<file path="src/kms_pkg.sv">
// ----------------------------------------------------------------------------
// kms_pkg
// Shared types, constants and the key lookup ROM of the keypad matrix scanner.
// ----------------------------------------------------------------------------
package kms_pkg;

  localparam int SENSE_BITS = 5;
  localparam int ROM_SIZE   = 30;
  localparam int ROM_IDX_W  = 6;
  localparam int POS_W      = 3;

  localparam logic ACT_IRQ  = 1'b0;
  localparam logic ACT_TICK = 1'b1;

  localparam logic [7:0] KEY_LSHIFT     = 8'h2a;
  localparam logic [7:0] KEY_RSHIFT     = 8'h36;
  localparam logic [7:0] KEY_EXT_MIN    = 8'h48;
  localparam logic [7:0] CODE_EXT       = 8'he0;
  localparam logic [7:0] CODE_LSHIFT_B  = 8'h09;
  localparam logic [7:0] CODE_RSHIFT_B  = 8'h04;
  localparam logic [7:0] DEBOUNCE_RESET = 8'd25;

  // one press sequence: two words (a down, a up) or four (a down, b down, a up, b up)
  typedef struct packed {
    logic       four;
    logic [7:0] code_a;
    logic [7:0] code_b;
  } seq_t;

  function automatic logic [7:0] key_rom(input logic [ROM_IDX_W-1:0] idx);
    logic [7:0] k;
    case (idx)
      6'd0:    k = 8'h0e;
      6'd1:    k = 8'h0c;
      6'd3:    k = 8'h48;
      6'd6:    k = 8'h02;
      6'd7:    k = 8'h03;
      6'd8:    k = 8'h2a;
      6'd9:    k = 8'h04;
      6'd12:   k = 8'h08;
      6'd13:   k = 8'h09;
      6'd14:   k = 8'h0b;
      6'd15:   k = 8'h0a;
      6'd18:   k = 8'h05;
      6'd19:   k = 8'h06;
      6'd20:   k = 8'h36;
      6'd21:   k = 8'h07;
      6'd24:   k = 8'h4b;
      6'd25:   k = 8'h4d;
      6'd27:   k = 8'h50;
      default: k = 8'h00;
    endcase
    return k;
  endfunction

endpackage

</file>
<file path="src/kms_decode.sv">
// ----------------------------------------------------------------------------
// kms_decode
// Finds the pressed row and column in one matrix scan and looks up the key.
// ----------------------------------------------------------------------------
module kms_decode #(
  parameter int ROWS = 5,
  parameter int COLS = 6
) (
  input  logic [kms_pkg::SENSE_BITS-1:0]      idle_rows,
  input  logic [kms_pkg::SENSE_BITS*COLS-1:0] scan_rows,
  output logic                                key_valid,
  output logic [7:0]                          key
);

  localparam int RUSE = (ROWS < kms_pkg::SENSE_BITS) ? ROWS : kms_pkg::SENSE_BITS;

  logic [kms_pkg::POS_W-1:0]     row;
  logic [kms_pkg::POS_W-1:0]     col;
  logic [kms_pkg::ROM_IDX_W-1:0] idx;

  always_comb begin
    row       = '0;
    col       = '0;
    key_valid = 1'b0;
    // highest active row wins
    for (int r = 0; r < RUSE; r++) begin
      if (!idle_rows[r]) begin
        row = kms_pkg::POS_W'(r);
      end
    end
    // highest column whose reading moved away from the idle sense
    for (int c = 0; c < COLS; c++) begin
      if (scan_rows[c*kms_pkg::SENSE_BITS +: kms_pkg::SENSE_BITS] != idle_rows) begin
        col       = kms_pkg::POS_W'(c);
        key_valid = 1'b1;
      end
    end
    idx = kms_pkg::ROM_IDX_W'(row) * kms_pkg::ROM_IDX_W'(COLS) + kms_pkg::ROM_IDX_W'(col);
    key = key_valid ? kms_pkg::key_rom(idx) : 8'h00;
  end

endmodule

</file>
<file path="src/kms_seq.sv">
// ----------------------------------------------------------------------------
// kms_seq
// Result register: holds a press sequence, one word out a cycle unless stalled.
// ----------------------------------------------------------------------------
module kms_seq (
  input  logic          clk,
  input  logic          rst_n,
  input  logic          load,
  input  kms_pkg::seq_t seq_in,
  output logic          free,
  output logic          out_tvalid,
  input  logic          out_tready,
  output logic [15:0]   out_tdata,   // [7:0] scancode, [8] pressed, zero fill
  output logic          out_tlast    // last
);

  logic       valid_r, valid_nxt;
  logic [1:0] idx_r, idx_nxt;
  logic       four_r;
  logic [7:0] code_a_r;
  logic [7:0] code_b_r;
  logic       fire;
  logic       is_last;
  logic [7:0] scancode;
  logic       pressed;

  assign fire    = valid_r && out_tready;
  assign is_last = four_r ? (idx_r == 2'd3) : (idx_r == 2'd1);
  assign free    = !valid_r || (fire && is_last);

  always_comb begin
    valid_nxt = valid_r;
    idx_nxt   = idx_r;
    if (load) begin
      valid_nxt = 1'b1;
      idx_nxt   = 2'd0;
    end else if (fire) begin
      if (is_last) begin
        valid_nxt = 1'b0;
      end else begin
        idx_nxt = idx_r + 2'd1;
      end
    end
  end

  always_ff @(posedge clk) begin
    if (!rst_n) begin
      valid_r <= 1'b0;
      idx_r   <= 2'd0;
    end else begin
      valid_r <= valid_nxt;
      idx_r   <= idx_nxt;
    end
  end

  always_ff @(posedge clk) begin
    if (load) begin
      four_r   <= seq_in.four;
      code_a_r <= seq_in.code_a;
      code_b_r <= seq_in.code_b;
    end
  end

  // odd words of a four-word run carry the second code; first half is key down
  assign scancode = (four_r && idx_r[0]) ? code_b_r : code_a_r;
  assign pressed  = four_r ? !idx_r[1] : !idx_r[0];

  assign out_tvalid = valid_r;
  assign out_tdata  = {7'b0, pressed, scancode};
  assign out_tlast  = is_last;

`ifndef SYNTHESIS
  a_load_when_free: assert property (@(posedge clk) disable iff (!rst_n)
    load |-> free)
    else $error("sequence loaded over an unfinished one");

  a_drop_after_last: assert property (@(posedge clk) disable iff (!rst_n)
    (fire && is_last && !load) |=> !out_tvalid)
    else $error("output still valid after final word");

  a_two_word_index: assert property (@(posedge clk) disable iff (!rst_n)
    (valid_r && !four_r) |-> !idx_r[1])
    else $error("two-word sequence index out of range");
`endif

endmodule

</file>
<file path="src/keypad_matrix_scan_to_scancodes_unit.sv">
// ----------------------------------------------------------------------------
// keypad_matrix_scan_to_scancodes_unit
// Matrix keypad scanner: decodes scans into scancode words with debounce.
// ----------------------------------------------------------------------------
// Usage:
//   in_* carries one event per word: in_tuser 0 is a key interrupt, 1 a timer
//   tick; in_tdata holds the idle row sense and the row sense under each
//   column drive. out_* carries scancode words, in_tlast-free, out_tlast marks
//   the final word of a press sequence. cfg_wr_en/cfg_wr_data load the
//   debounce tick count; the user must write it only while the block is
//   idle, which the block itself does not enforce. An accepted word is
//   registered in the input register and decoded there; once the result
//   register is free its scancodes are loaded into it and handed out on
//   out_* one word a cycle while out_tready is high. An item gives no
//   words, two for a plain key or four for a shift or extended key; the
//   next item waits in the input register.
//   Reset (rst_n low, synchronous) empties both registers, unmasks
//   interrupts, stops the countdown and sets the debounce count to 25.
//   When out_tready is low the current word holds, one more input word is
//   taken into the input register and in_tready then drops.
// ----------------------------------------------------------------------------
module keypad_matrix_scan_to_scancodes_unit #(
  parameter int ROWS = 5,
  parameter int COLS = 6
) (
  input  logic                clk,
  input  logic                rst_n,
  input  logic                in_tvalid,
  output logic                in_tready,
  // [4:0] idle_rows, then scan_rows, zero fill
  input  logic [((kms_pkg::SENSE_BITS * (COLS + 1) + 7) / 8) * 8 - 1:0] in_tdata,
  input  logic                in_tuser,   // action
  output logic                out_tvalid,
  input  logic                out_tready,
  output logic [15:0]         out_tdata,  // [7:0] scancode, [8] pressed, zero fill
  output logic                out_tlast,  // last
  input  logic                cfg_wr_en,
  input  logic [7:0]          cfg_wr_data
);

  localparam int SCAN_W = kms_pkg::SENSE_BITS * COLS;

  // input register
  logic                            in_valid_r;
  logic                            in_action_r;
  logic [kms_pkg::SENSE_BITS-1:0]  in_idle_r;
  logic [SCAN_W-1:0]               in_scan_r;

  // scanner state
  logic [7:0] debounce_r;
  logic [7:0] held_key_r, held_key_nxt;
  logic [7:0] countdown_r, countdown_nxt;
  logic       running_r, running_nxt;
  logic       masked_r, masked_nxt;

  logic          key_valid;
  logic [7:0]    key;
  logic          seq_free;
  logic          advance;
  logic          load;
  logic [7:0]    start_val;
  kms_pkg::seq_t seq;

  assign advance   = in_valid_r && seq_free;
  assign in_tready = !in_valid_r || seq_free;

  always_ff @(posedge clk) begin
    if (!rst_n) begin
      in_valid_r <= 1'b0;
    end else if (in_tready) begin
      in_valid_r <= in_tvalid;
    end
  end

  always_ff @(posedge clk) begin
    if (in_tvalid && in_tready) begin
      in_action_r <= in_tuser;
      in_idle_r   <= in_tdata[kms_pkg::SENSE_BITS-1:0];
      in_scan_r   <= in_tdata[kms_pkg::SENSE_BITS +: SCAN_W];
    end
  end

  kms_decode #(
    .ROWS (ROWS),
    .COLS (COLS)
  ) u_decode (
    .idle_rows (in_idle_r),
    .scan_rows (in_scan_r),
    .key_valid (key_valid),
    .key       (key)
  );

  assign start_val = (debounce_r == 8'd0) ? 8'd1 : debounce_r;

  always_comb begin
    held_key_nxt  = held_key_r;
    countdown_nxt = countdown_r;
    running_nxt   = running_r;
    masked_nxt    = masked_r;
    load          = 1'b0;
    seq.four      = 1'b0;
    seq.code_a    = key;
    seq.code_b    = key;
    if (key == kms_pkg::KEY_LSHIFT) begin
      seq.four   = 1'b1;
      seq.code_b = kms_pkg::CODE_LSHIFT_B;
    end else if (key == kms_pkg::KEY_RSHIFT) begin
      seq.four   = 1'b1;
      seq.code_b = kms_pkg::CODE_RSHIFT_B;
    end else if (key >= kms_pkg::KEY_EXT_MIN) begin
      seq.four   = 1'b1;
      seq.code_a = kms_pkg::CODE_EXT;
    end
    if (advance) begin
      if (in_action_r == kms_pkg::ACT_IRQ) begin
        if (!masked_r) begin
          masked_nxt    = 1'b1;
          running_nxt   = 1'b1;
          countdown_nxt = start_val;
          if (key_valid) begin
            held_key_nxt = key;
            load         = 1'b1;
          end
        end
      end else if (running_r) begin
        if (countdown_r > 8'd1) begin
          countdown_nxt = countdown_r - 8'd1;
        end else if (key_valid && key == held_key_r) begin
          // key still held: rearm the debounce
          countdown_nxt = start_val;
        end else begin
          countdown_nxt = 8'd0;
          running_nxt   = 1'b0;
          masked_nxt    = 1'b0;
        end
      end
    end
  end

  always_ff @(posedge clk) begin
    if (!rst_n) begin
      debounce_r  <= kms_pkg::DEBOUNCE_RESET;
      held_key_r  <= 8'd0;
      countdown_r <= 8'd0;
      running_r   <= 1'b0;
      masked_r    <= 1'b0;
    end else begin
      if (cfg_wr_en) begin
        debounce_r <= cfg_wr_data;
      end
      held_key_r  <= held_key_nxt;
      countdown_r <= countdown_nxt;
      running_r   <= running_nxt;
      masked_r    <= masked_nxt;
    end
  end

  kms_seq u_seq (
    .clk        (clk),
    .rst_n      (rst_n),
    .load       (load),
    .seq_in     (seq),
    .free       (seq_free),
    .out_tvalid (out_tvalid),
    .out_tready (out_tready),
    .out_tdata  (out_tdata),
    .out_tlast  (out_tlast)
  );

`ifndef SYNTHESIS
  a_mask_tracks_timer: assert property (@(posedge clk) disable iff (!rst_n)
    running_r == masked_r)
    else $error("interrupt mask and debounce timer out of step");

  a_count_nonzero: assert property (@(posedge clk) disable iff (!rst_n)
    running_r |-> (countdown_r != 8'd0))
    else $error("debounce running with empty countdown");

  a_tick_no_words: assert property (@(posedge clk) disable iff (!rst_n)
    (advance && in_action_r == kms_pkg::ACT_TICK) |-> !load)
    else $error("timer tick produced scancodes");
`endif

endmodule
</file>
<file path="config.mk">
export PLATFORM = sky130hd
export DESIGN_NAME = keypad_matrix_scan_to_scancodes_unit
export DESIGN_NICKNAME = d
export VERILOG_FILES = /design/src/kms_pkg.sv /design/src/kms_decode.sv /design/src/kms_seq.sv /design/src/keypad_matrix_scan_to_scancodes_unit.sv
export SDC_FILE = /design/constraint.sdc
export NUM_CORES = 1
export LEC_CHECK = 0
export BUFFER_PORTS_ARGS = -buffer_cell sky130_fd_sc_hd__buf_4
export CORE_ASPECT_RATIO = 0.7
export CORE_MARGIN = 3
export CORE_UTILIZATION = 35
export CTS_CLUSTER_SIZE = 30
export DETAILED_ROUTE_END_ITERATION = 12
export PLACE_DENSITY_LB_ADDON = 0.2
export SYNTH_ARGS = -nofsm -noshare
export SYNTH_HDL_FRONTEND = slang
export SYNTH_SLANG_ARGS = --single-unit
</file>
<file path="constraint.sdc">
create_clock -name clk -period 13.3 [get_ports clk]
set_clock_uncertainty 0.05 [all_clocks]
set_input_delay 0.665 -clock clk [delete_from_list [all_inputs] [get_ports clk]]
set_output_delay 0.665 -clock clk [all_outputs]
set_load 0.1 [all_outputs]
</file>
# ---- Yosys cells after proc, flatten, opt, wreduce, memory -nomap -nowiden
# Memories as Yosys holds them, arrays and structs flattened.
# Index checks and enable logic that the tools add are counted.
dict set report classes {
  eq_ne 15
  n_lt_le_gt_ge 2
  n_reduce_logical 23
  addsub 3
  multipliers 1
  bitwise_logic 4
  mux 46
}
# operator count
set op_table {}
lappend op_table {{8-bit two-way mux} 11}
lappend op_table {{5-bit != test} 6}
lappend op_table {{1-bit two-way mux} 26}
lappend op_table {{8-bit by 6-bit == test with 1-bit output (second input constant)} 2}
lappend op_table {{3-bit two-way mux} 3}
lappend op_table {{9-bit two-way mux} 1}
lappend op_table {{8-bit == test} 1}
lappend op_table {{8-bit by 7-bit greater-or-equal comparator with 1-bit output (second input constant)} 1}
lappend op_table {{8-bit by 1-bit > comparator with 1-bit output (second input constant)} 1}
lappend op_table {{8-bit logical NOT} 1}
lappend op_table {{2-bit two-way mux} 4}
lappend op_table {{4-bit AND reduction} 2}
lappend op_table {{8-bit by 1-bit subtractor with 8-bit output (second input constant)} 1}
lappend op_table {{6-bit by 3-bit adder with 6-bit output} 1}
lappend op_table {{1-bit logical AND} 6}
lappend op_table {{2-bit != test (second input constant)} 3}
lappend op_table {{2-bit AND reduction} 3}
lappend op_table {{3-bit by 2-bit multiplier with 5-bit output (second input constant)} 1}
lappend op_table {{1-bit logical NOT} 4}
lappend op_table {{4-bit two-way mux} 1}
lappend op_table {{1-bit inverter} 4}
lappend op_table {{2-bit nonzero test} 2}
lappend op_table {{2-bit OR reduction} 2}
lappend op_table {{3-bit AND reduction} 1}
lappend op_table {{5 further kinds} 6}
dict set report totals {
  mem_bits_ro 224
  regBits 83
  memories 1
  out_inout_bits 19
  inputBits 54
  wordCells 110
}
# memory depth word_bits read_ports rd_ports_with_merged_regs wr line
set memory_table {}
lappend memory_table {{(no name shown)} 32 7 1 0 0 kms_pkg.sv:32} ;# case (idx)

# ---- Longest topological paths before layout
# Gate-level depths: netlist of run 1.
# An unclocked memory read counts as a cell.
dict set report depth {
  ltp_word 16
  ltp_mapped 19
  mapped_depth_nobuf 18
}

# ---- Cells and area by module
# From an unflattened synthesis of run 1, not the netlist that was laid out.
dict set report unflattened {
  hier_cells 407
  area_unflattened_um2 4408.0
}
# module n_inst cells_each area_per_inst_um2 seq_area_each_um2
set by_module_without_submodules {}
lappend by_module_without_submodules {keypad_matrix_scan_to_scancodes_unit 1 227 2626.3 1621.6}
lappend by_module_without_submodules {kms_decode 1 125 924.6 0.0}
lappend by_module_without_submodules {kms_seq 1 55 857.1 570.5}

# ---- Least setup slack after synthesis of run 1
# Ideal clock, no wire load.
dict set report synth_path {
  path_type {flip-flop to flip-flop}
  start {register in_idle_r[2] (netlist bit)}
  end {register u_seq.code_b_r[5], data pin}
  stages_incl_launch_ff 19
  path_slack_ns 9.038
  synth_period_minus_slack_ns 4.262
  n_path_buf 2
  required_ns 12.975
  setup_time_ns 0.275
  arrival_ns 3.937
  cell_sequence {edfxtp_1 buf_4 xnor2_1 nand3_1 nor3_1 nand2_1 nor2_1 ha_1 inv_1 fa_1 nand2b_1 o21ai_0 nand2_1 a21o_1 or2_1 clkbuf_1 or3_4 a2111oi_4 nor2_1}
}
dict set report synth_via {
  elab_chain_len 12
  word_cells_on_any_way 28
  classes_between {add/sub: 1; mul: 1; eq/ne: 8; mux: 16; reduce/logical: 1; memory: 1}
}
# item line
set synth_rtl {}
lappend synth_rtl {{from (decl)} keypad_matrix_scan_to_scancodes_unit.sv:46} ;# logic [kms_pkg::SENSE_BITS-1:0] in_idle_r;
lappend synth_rtl {{from (signal assigned)} keypad_matrix_scan_to_scancodes_unit.sv:78} ;# in_idle_r <= in_tdata[kms_pkg::SENSE_BITS-1:0];
lappend synth_rtl {{parallel branches: the longest is 9 deep, another holds memory 32 x 7 bit} -}
lappend synth_rtl {{8-bit two-way mux (*)} kms_decode.sv:39} ;# key = key_valid ? kms_pkg::key_rom(idx) : 8'h00;
lappend synth_rtl {{8-bit by 6-bit == test with 1-bit output, on equally long branches} {keypad_matrix_scan_to_scancodes_unit.sv:104, keypad_matrix_scan_to_scancodes_unit.sv:107}}
lappend synth_rtl {{2-bit OR reduction (no source line)} -}
lappend synth_rtl {{to (signal assigned)} kms_seq.sv:60} ;# code_b_r <= seq_in.code_b;
lappend synth_rtl {{to (decl)} kms_seq.sv:21} ;# logic [7:0] code_b_r;
# Mark *: on every way between the ends.
# A chain may end at the register's enable or synchronous reset.

# ---- Worst setup path after layout of run 1
dict set report layout_path {
  start {register in_idle_r[4] (netlist bit)}
  end {register countdown_r[4]}
}
dict set report layout_via {
  elab_chain_len 16
  word_cells_on_any_way 29
  classes_between {add/sub: 1; mul: 1; eq/ne: 7; mux: 18; reduce/logical: 1; memory: 1}
}
# item line
set layout_rtl {}
lappend layout_rtl {{parallel branches: the longest is 11 deep, another holds memory 32 x 7 bit} -}
lappend layout_rtl {{1-bit logical AND (*)} keypad_matrix_scan_to_scancodes_unit.sv:128} ;# end else if (key_valid && key == held_key_r) begin
lappend layout_rtl {{8-bit two-way mux (*)} keypad_matrix_scan_to_scancodes_unit.sv:128}
lappend layout_rtl {{8-bit two-way mux (*)} keypad_matrix_scan_to_scancodes_unit.sv:126} ;# if (countdown_r > 8'd1) begin
lappend layout_rtl {{8-bit two-way mux (*)} keypad_matrix_scan_to_scancodes_unit.sv:125} ;# end else if (running_r) begin
lappend layout_rtl {{8-bit two-way mux (*)} keypad_matrix_scan_to_scancodes_unit.sv:115} ;# if (in_action_r == kms_pkg::ACT_IRQ) begin
lappend layout_rtl {{to (signal assigned)} keypad_matrix_scan_to_scancodes_unit.sv:152} ;# countdown_r <= countdown_nxt;
lappend layout_rtl {{to (decl)} keypad_matrix_scan_to_scancodes_unit.sv:52} ;# logic [7:0] countdown_r, countdown_nxt;
# Mark *: on every way between the ends. The select of a mux whose other input is x is not followed.

==> results of run 1 <==
## registers in the layout, summed over array words and instances (netlist names)
signal and cells:
in_valid_r 1, running_r 1, debounce_r 8, u_seq.code_a_r 8, in_action_r 1, u_seq.four_r 1
u_seq.code_b_r 7, masked_r 1, countdown_r 8, u_seq.out_tvalid 1, u_seq.idx_r 2, held_key_r 7
in_scan_r 30, in_idle_r 5
## logic make-up (layout without fill, tap and decap cells)
group / after synthesis / after routing / synth area share
flops: 81 / 81 / 0.480
simple gates: 159 / 159 / 0.178
other cells: 1 / 7 / 0.000841
xor+xnor: 39 / 39 / 0.0783
compound gates: 85 / 85 / 0.132
buf+inv: 42 / 93 / 0.0488
fa+ha+maj: 11 / 11 / 0.0326
mux: 21 / 21 / 0.0491
## path summary, 6_finish.rpt
| check | from | to | slack (ps) | depth (start not counted) |
|---|---|---|---|---|
| hold reg to reg | debounce_r[0] | debounce_r[0] | 430 | 2 |
| setup / recovery | in_idle_r[4] | countdown_r[4] | 7750 | 17 |
| hold / removal | debounce_r[0] | debounce_r[0] | 430 | 2 |
| setup reg to reg | in_idle_r[4] | countdown_r[4] | 7750 | 17 |
## worst reg2reg max path, delay by kind of cell, from the launching register on
kind            cells  cell delay (ps)
xor+xnor            2              840
compound gates      4             1290
simple gates        7             1530
buf+inv             1               70
mux                 1              290
fa+ha+maj           2              640
flops               1              770
## metal layers
metal | track usage | routed length, um
met5 | 0 | 0
met4 | 0.0350 | 112
met3 | 0.0348 | 554
met2 | 0.200 | 4140
met1 | 0.227 | 5160
## through the flow
step,power (mW),setup WS [ps]
after detailed placement,0.449,7820
final,0.690,7750
after global routing,0.725,7380
after global placement,0.446,7970
after CTS,0.694,7820
after floorplan,0.413,9040
## final cells by class
class	count	area (sq um)	area share
tap	157	196	0.0373
inverter	15	56.3	0.0107
multi-input combinational	322	2120	0.402
sequential	81	2140	0.406
timing repair buffer	62	465	0.0883
clock inverter	4	52.6	0.00997
clock buffer	12	236	0.0449
## power by group
group | switching, mW | leakage (nW) | internal (mW)
sequential | 0.0116 | 0.747 | 0.284
clock | 0.0976 | 0.138 | 0.146
combinational | 0.0972 | 1.16 | 0.0528
## cells in the mapped netlist (all sizes together) (2+ instances only)
master	instances
a2111oi	2
a211oi	5
a21boi	4
a21o	4
a21oi	17
a311oi	2
a31oi	7
and2	4
and3	2
and4	4
buf	17
clkbuf	10
dfxtp	29
edfxtp	52
ha	10
inv	15
mux2	7
mux2i	14
nand2	27
nand2b	8
nand3	13
nand4	5
nor2	53
nor2b	3
nor3	22
nor4	8
o21a	2
o21ai	24
o221ai	3
o22ai	2
or2	5
or3	3
xnor2	18
xor2	21
==> flow_results.xml, run 1 <==
<?xml version="1.0" encoding="UTF-8"?>
<metrics>
  <group name="logic_synthesis">
    <metric name="synth_top_area_share" unit="">0.350</metric>
    <metric name="synth.cell_area" unit="sq um">4460</metric>
    <metric name="synthesis.instances" unit="">439</metric>
    <metric name="synth.distinct_cells" unit="">64</metric>
    <metric name="avgSynthCellArea" unit="sq um">10.2</metric>
    <metric name="dominant_cell_type_by_area_after_synthesis" unit="">edfxtp_1</metric>
    <metric name="synth.ff_latch_count" unit="">81</metric>
    <metric name="synth.yosys.seq_area_share" unit="">0.480</metric>
    <metric name="synth.area.top_cells" unit="">edfxtp_1 (35%), dfxtp_1 (13%), nor2_1 (4.5%), xor2_1 (4.1%), xnor2_1 (3.3%)</metric>
    <metric name="count_of_flip_flops_with_a_built_in_enable_after_synthesis" unit="">52</metric>
    <metric name="synth-async-reset-ratio" unit="">0</metric>
    <metric name="dominantRegCellSynth" unit="">edfxtp_1</metric>
    <metric name="yosys_warnings" unit="">0</metric>
  </group>
  <group name="power">
    <metric name="max_ir_drop_vdd" unit="mV">0.0664</metric>
    <metric name="power_density" unit="nW/um^2">131</metric>
    <metric name="total_leakage_power" unit="nW">2.05</metric>
  </group>
  <group name="cells_and_area">
    <metric name="stdcell_count" unit="">653</metric>
    <metric name="final_nets" unit="">556</metric>
    <metric name="nFillCells" unit="">1178</metric>
    <metric name="area_growth_syn_to_layout" unit="%">18.2</metric>
    <metric name="drive_above_1_share" unit="">0.190</metric>
    <metric name="n_antenna_cell" unit="">0</metric>
    <metric name="post-route-cell-area" unit="sq um">5270</metric>
    <metric name="layout_commonest_cell" unit="">buf_4</metric>
    <metric name="final_core_utilization" unit="">0.437</metric>
    <metric name="layout_common_cells" unit="">buf_4 (62), nor2_1 (53), edfxtp_1 (52), dfxtp_1 (29), nand2_1 (27)</metric>
  </group>
  <group name="sta">
    <metric name="setup_viol" unit="">0</metric>
    <metric name="worst_slew_pin_slew" unit="ps">893</metric>
    <metric name="maxSlewHeadroom" unit="">0.399</metric>
    <metric name="timing.setup.tns" unit="ps">0</metric>
    <metric name="final_worst_path_period_share" unit="">0.417</metric>
    <metric name="final-hold-violation-count" unit="">0</metric>
    <metric name="finalMaxSlewViolations" unit="">0</metric>
    <metric name="grt_setup_unrepaired" unit="">false</metric>
    <metric name="timing.fmax" unit="MHz">180</metric>
    <metric name="layout_min_cycle_time" unit="ps">5550</metric>
    <metric name="post_route_worst_hold_slack" unit="ps">431</metric>
  </group>
  <group name="cts">
    <metric name="clock_latency" unit="ps">330</metric>
    <metric name="cts_post_setup_buffers_inserted" unit="">0</metric>
    <metric name="clock_tree_from_tritoncts" unit="">yes</metric>
    <metric name="clock_net_sink_count" unit="">81</metric>
    <metric name="cts_root_buf" unit="">clkbuf_16</metric>
    <metric name="path_clk_slew" unit="ps">60</metric>
    <metric name="h-tree-depth" unit="">3</metric>
    <metric name="cts_hold_repair.buffers" unit="">0</metric>
    <metric name="cts_max_path_buffers" unit="">2</metric>
    <metric name="numCtsBuffers" unit="">9</metric>
    <metric name="post_cts_sizing" unit="">0</metric>
  </group>
  <group name="placed_design">
    <metric name="detailedPlacementHpwl" unit="um">7260</metric>
    <metric name="finalWeightedCongestion" unit="">0.934</metric>
    <metric name="portBuffers" unit="">60</metric>
    <metric name="dp.cells" unit="">637</metric>
    <metric name="detailed_place.area" unit="sq um">4980</metric>
  </group>
  <group name="detailed_routing">
    <metric name="postRouteAntennaNets" unit="">0</metric>
    <metric name="post_drt_wl_per_cell" unit="um">15.3</metric>
    <metric name="remaining_drc_errors" unit="">0</metric>
    <metric name="drt-vias-per-instance" unit="">5.23</metric>
    <metric name="detail_route.iter0.violations" unit="">408</metric>
    <metric name="detailedRoute.firstPassIterationCount" unit="">6</metric>
    <metric name="num_vias" unit="">3413</metric>
    <metric name="detail_route.wirelength" unit="um">9970</metric>
  </group>
  <group name="worst_hold_path">
    <metric name="timing.hold.worst.class" unit="">reg2reg</metric>
  </group>
  <group name="worst_setup_path">
    <metric name="worst-endpoint-arrival" unit="ps">5750</metric>
    <metric name="worstPathMaxFanout" unit="">14</metric>
    <metric name="slowest_stage" unit="">edfxtp_1</metric>
    <metric name="crit_path_max_incr_delay" unit="ps">770</metric>
    <metric name="critPathKind" unit="">reg2reg</metric>
    <metric name="worstPathRequired" unit="ps">13500</metric>
    <metric name="crit_path_end_kind" unit="">register</metric>
    <metric name="crit_path_cell_trace" unit="">xnor2_1 &gt; nand3_1 &gt; nor3_1 &gt; nand2_1 &gt; nor2_1 &gt; ha_1 &gt; inv_1 &gt; fa_1 &gt; xor2_1 &gt; nor3_1 &gt; a311o_1 &gt; a21oi_1 &gt; mux2i_1 &gt; nand4_1 &gt; nor4b_2 &gt; a31oi_1 &gt; a221oi_2</metric>
    <metric name="crit_path_frequent_cell" unit="">nor3_1</metric>
    <metric name="crit_family" unit="">simple AND/OR/NAND/NOR gates</metric>
    <metric name="cp-start-kind" unit="">register</metric>
    <metric name="critPathBufInv" unit="">1</metric>
  </group>
  <group name="global_route">
    <metric name="global_route.usage.total" unit="">0.145</metric>
    <metric name="grt_first_pass_wirelength" unit="um">16600</metric>
    <metric name="maximum_number_of_pins_on_one_net_before_global_route_repair" unit="">37</metric>
    <metric name="number_of_global_route_vias_before_repair" unit="">3204</metric>
    <metric name="overflow" unit="">0</metric>
    <metric name="initial_antenna_violation_count" unit="">0</metric>
  </group>
  <group name="die">
    <metric name="core-area" unit="sq um">12100</metric>
    <metric name="pin_count" unit="">73</metric>
    <metric name="die_y" unit="um">100</metric>
    <metric name="initial_utilization" unit="">0.370</metric>
    <metric name="die_w" unit="um">141</metric>
    <metric name="design.die.area" unit="sq um">14100</metric>
    <metric name="rows" unit="">33</metric>
  </group>
  <group name="status">
    <metric name="outcome" unit="">completed</metric>
  </group>
  <group name="run">
    <metric name="maxCapViolCount" unit="">0</metric>
  </group>
</metrics>
(Power assumes the default switching activity.)
==> run 2: changes to the inputs <==
clock period = 4.5 ns   (was 13.3 ns; I/O delays follow)
==> run 2 against run 1 <==
Non-clock buffer count rose by 57. Critical path depth rose by 4. Clock power rose to 3.1 times the previous value. Routed wire length rose by 8.6%. Cell area rose by 12%. Global-route usage rose by 0.88 points. Die area did not move. Utilization rose by 5.1 points. Maximum frequency rose by 30%. Register-to-register slack got worse by 7500 ps. Combinational power rose to 3.8 times the previous value.
==> flow_results.xml, run 2 (synthesis results as in run 1) <==
<?xml version="1.0" encoding="UTF-8"?>
<metrics>
  <group name="global_route">
    <metric name="number_of_global_route_vias_before_repair" unit="">3394</metric>
    <metric name="initial_antenna_violation_count" unit="">0</metric>
    <metric name="maximum_number_of_pins_on_one_net_before_global_route_repair" unit="">37</metric>
    <metric name="global_route.usage.total" unit="">0.154</metric>
    <metric name="grt_first_pass_wirelength" unit="um">17500</metric>
    <metric name="overflow" unit="">0</metric>
  </group>
  <group name="detailed_routing">
    <metric name="drt-vias-per-instance" unit="">5.18</metric>
    <metric name="post_drt_wl_per_cell" unit="um">15.2</metric>
    <metric name="postRouteAntennaNets" unit="">0</metric>
    <metric name="detail_route.wirelength" unit="um">10800</metric>
    <metric name="remaining_drc_errors" unit="">0</metric>
    <metric name="num_vias" unit="">3675</metric>
    <metric name="detail_route.iter0.violations" unit="">241</metric>
    <metric name="detailedRoute.firstPassIterationCount" unit="">4</metric>
  </group>
  <group name="cells_and_area">
    <metric name="layout_commonest_cell" unit="">buf_4</metric>
    <metric name="drive_above_1_share" unit="">0.282</metric>
    <metric name="largest_register_ff_count" unit="">30</metric>
    <metric name="final_nets" unit="">613</metric>
    <metric name="area_growth_syn_to_layout" unit="%">32.1</metric>
    <metric name="registers.top_by_ff_count" unit="">in_scan_r</metric>
    <metric name="n_antenna_cell" unit="">0</metric>
    <metric name="layout_common_cells" unit="">buf_4 (104), nor2_1 (52), edfxtp_1 (52), dfxtp_1 (29), nand2_1 (27)</metric>
  </group>
  <group name="die">
    <metric name="initial_utilization" unit="">0.370</metric>
    <metric name="die_y" unit="um">100</metric>
    <metric name="pin_count" unit="">73</metric>
    <metric name="rows" unit="">33</metric>
    <metric name="die_w" unit="um">141</metric>
    <metric name="design.die.area" unit="sq um">14100</metric>
    <metric name="core-area" unit="sq um">12100</metric>
  </group>
  <group name="placed_design">
    <metric name="detailedPlacementHpwl" unit="um">7770</metric>
    <metric name="portBuffers" unit="">60</metric>
    <metric name="finalWeightedCongestion" unit="">0.889</metric>
    <metric name="placement.setup.worst_slack" unit="ps">-1.10</metric>
  </group>
  <group name="cts">
    <metric name="path_clk_slew" unit="ps">70</metric>
    <metric name="h-tree-depth" unit="">3</metric>
    <metric name="clock_tree_from_tritoncts" unit="">yes</metric>
    <metric name="clock_net_sink_count" unit="">81</metric>
    <metric name="cts_root_buf" unit="">clkbuf_16</metric>
    <metric name="clock_latency" unit="ps">340</metric>
    <metric name="numCtsBuffers" unit="">9</metric>
    <metric name="cts_max_path_buffers" unit="">2</metric>
  </group>
  <group name="sta">
    <metric name="final_worst_path_period_share" unit="">0.951</metric>
    <metric name="timing.fmax" unit="MHz">234</metric>
    <metric name="final_critical_path_setup_slack" unit="ps">221</metric>
    <metric name="timing.setup.tns" unit="ps">0</metric>
    <metric name="final-hold-violation-count" unit="">0</metric>
    <metric name="setup_viol" unit="">0</metric>
    <metric name="maxSlewHeadroom" unit="">0.438</metric>
    <metric name="layout_min_cycle_time" unit="ps">4280</metric>
    <metric name="worst_slew_pin_slew" unit="ps">840</metric>
    <metric name="finalMaxSlewViolations" unit="">0</metric>
  </group>
  <group name="status">
    <metric name="outcome" unit="">completed</metric>
  </group>
  <group name="worst_setup_path">
    <metric name="cp-start-kind" unit="">register</metric>
    <metric name="crit_path_max_incr_delay" unit="ps">410</metric>
    <metric name="crit_family" unit="">simple AND/OR/NAND/NOR gates</metric>
    <metric name="crit_path_end_kind" unit="">register</metric>
    <metric name="crit_path_frequent_cell" unit="">buf_4</metric>
    <metric name="critPathBufInv" unit="">6</metric>
    <metric name="worstPathRequired" unit="ps">4530</metric>
    <metric name="worstPathMaxFanout" unit="">5</metric>
    <metric name="worst-endpoint-arrival" unit="ps">4310</metric>
    <metric name="crit_path_cell_trace" unit="">buf_4 &gt; xnor2_1 &gt; nand3_1 &gt; nor3_2 &gt; nand2_1 &gt; nor2_1 &gt; ha_1 &gt; inv_1 &gt; fa_2 &gt; buf_4 &gt; nand2b_1 &gt; a21o_1 &gt; nand2_1 &gt; buf_4 &gt; a21oi_1 &gt; buf_4 &gt; nand2b_1 &gt; inv_1 &gt; or3_4 &gt; a2111oi_4 &gt; nor2_1</metric>
    <metric name="critPathKind" unit="">reg2reg</metric>
    <metric name="slowest_stage" unit="">or3_4</metric>
  </group>
  <group name="worst_hold_path">
    <metric name="timing.hold.worst.class" unit="">in2reg</metric>
  </group>
  <group name="power">
    <metric name="power_density" unit="nW/um^2">373</metric>
    <metric name="p_total" unit="mW">2.20</metric>
    <metric name="max_ir_drop_vdd" unit="mV">0.194</metric>
    <metric name="total_leakage_power" unit="nW">2.36</metric>
  </group>
  <group name="run">
    <metric name="maxCapViolCount" unit="">0</metric>
  </group>
</metrics>
[run 2: changes by cell type in the layout (fill, tap and decap cells not counted), sizes merged]
cell	change
clkinvlp	-1
buf	+43
clkbuf	-3
dlygate4sd3	+14
clkinv	+3
inv	+1
[run 2: per-stage QoR]
| stage | utilization | cells | area, sq um | hold slack [ps] |
|---|---|---|---|---|
| after global routing | 0.488 | 710 | 5890 | 0.161 |
| final | 0.488 | 710 | 5890 | 10.1 |
| after detailed placement | 0.436 | 674 | 5260 | 354 |
| after CTS | 0.464 | 691 | 5590 | 1.29 |
| after floorplan | - | 445 | 4480 | 274 |
| after global placement | 0.436 | 674 | 5260 | 353 |
[run 2: power breakdown]
part | switching [mW] | internal [mW] | leakage [nW] | total, mW
combinational | 0.336 | 0.239 | 1.46 | 0.575
clock | 0.316 | 0.437 | 0.152 | 0.753
sequential | 0.0286 | 0.839 | 0.747 | 0.867
[run 2: final timing paths]
| kind | from | end | slack (ps) | cells past startpoint |
|---|---|---|---|---|
| max | in_idle_r[4] | u_seq.code_b_r[4] | 220 | 21 |
| min | in_tdata[19] | in_scan_r[14] | 10 | 1 |
| max reg2reg | in_idle_r[4] | u_seq.code_b_r[4] | 220 | 21 |
| min reg2reg | debounce_r[0] | debounce_r[0] | 430 | 2 |
[run 2: repair_timing]
action,CTS,global route
resized for setup,3,21
pin swaps,0,8
hold endpoints to repair,1,13
hold buffers,1,13
setup buffers,0,6
setup endpoints to repair,3,15
[run 2: layout make-up]
cell class                      count  area [sq um]
Timing Repair Buffer              119           932
Sequential cell                    81          2140
Fill cell                        1127          6170
Multi-Input combinational cell    322          2260
Clock buffer                        9           225
Clock inverter                      7          77.6
Inverter                           15          56.3
Tap cell                          157           196
[run 2: per-layer routing]
layer | up-vias | part of all wire | track usage
li1 | 1799 | - | -
met1 | 1733 | 0.49 | 0.234
met2 | 132 | 0.44 | 0.219
met3 | 11 | 0.061 | 0.0400
met4 | 0 | 0.0090 | 0.0350
met5 | - | 0 | 0
[run 2: worst reg2reg max path, delay by kind of cell, from the launching register on]
family,cells,cell delay (ps)
xor gates and xnor gates,1,140
and+or+nand+nor,9,1360
DFF,1,400
AOI/OAI and AO/OA,3,700
adders and majority gates,2,560
buffers and inverters,6,810
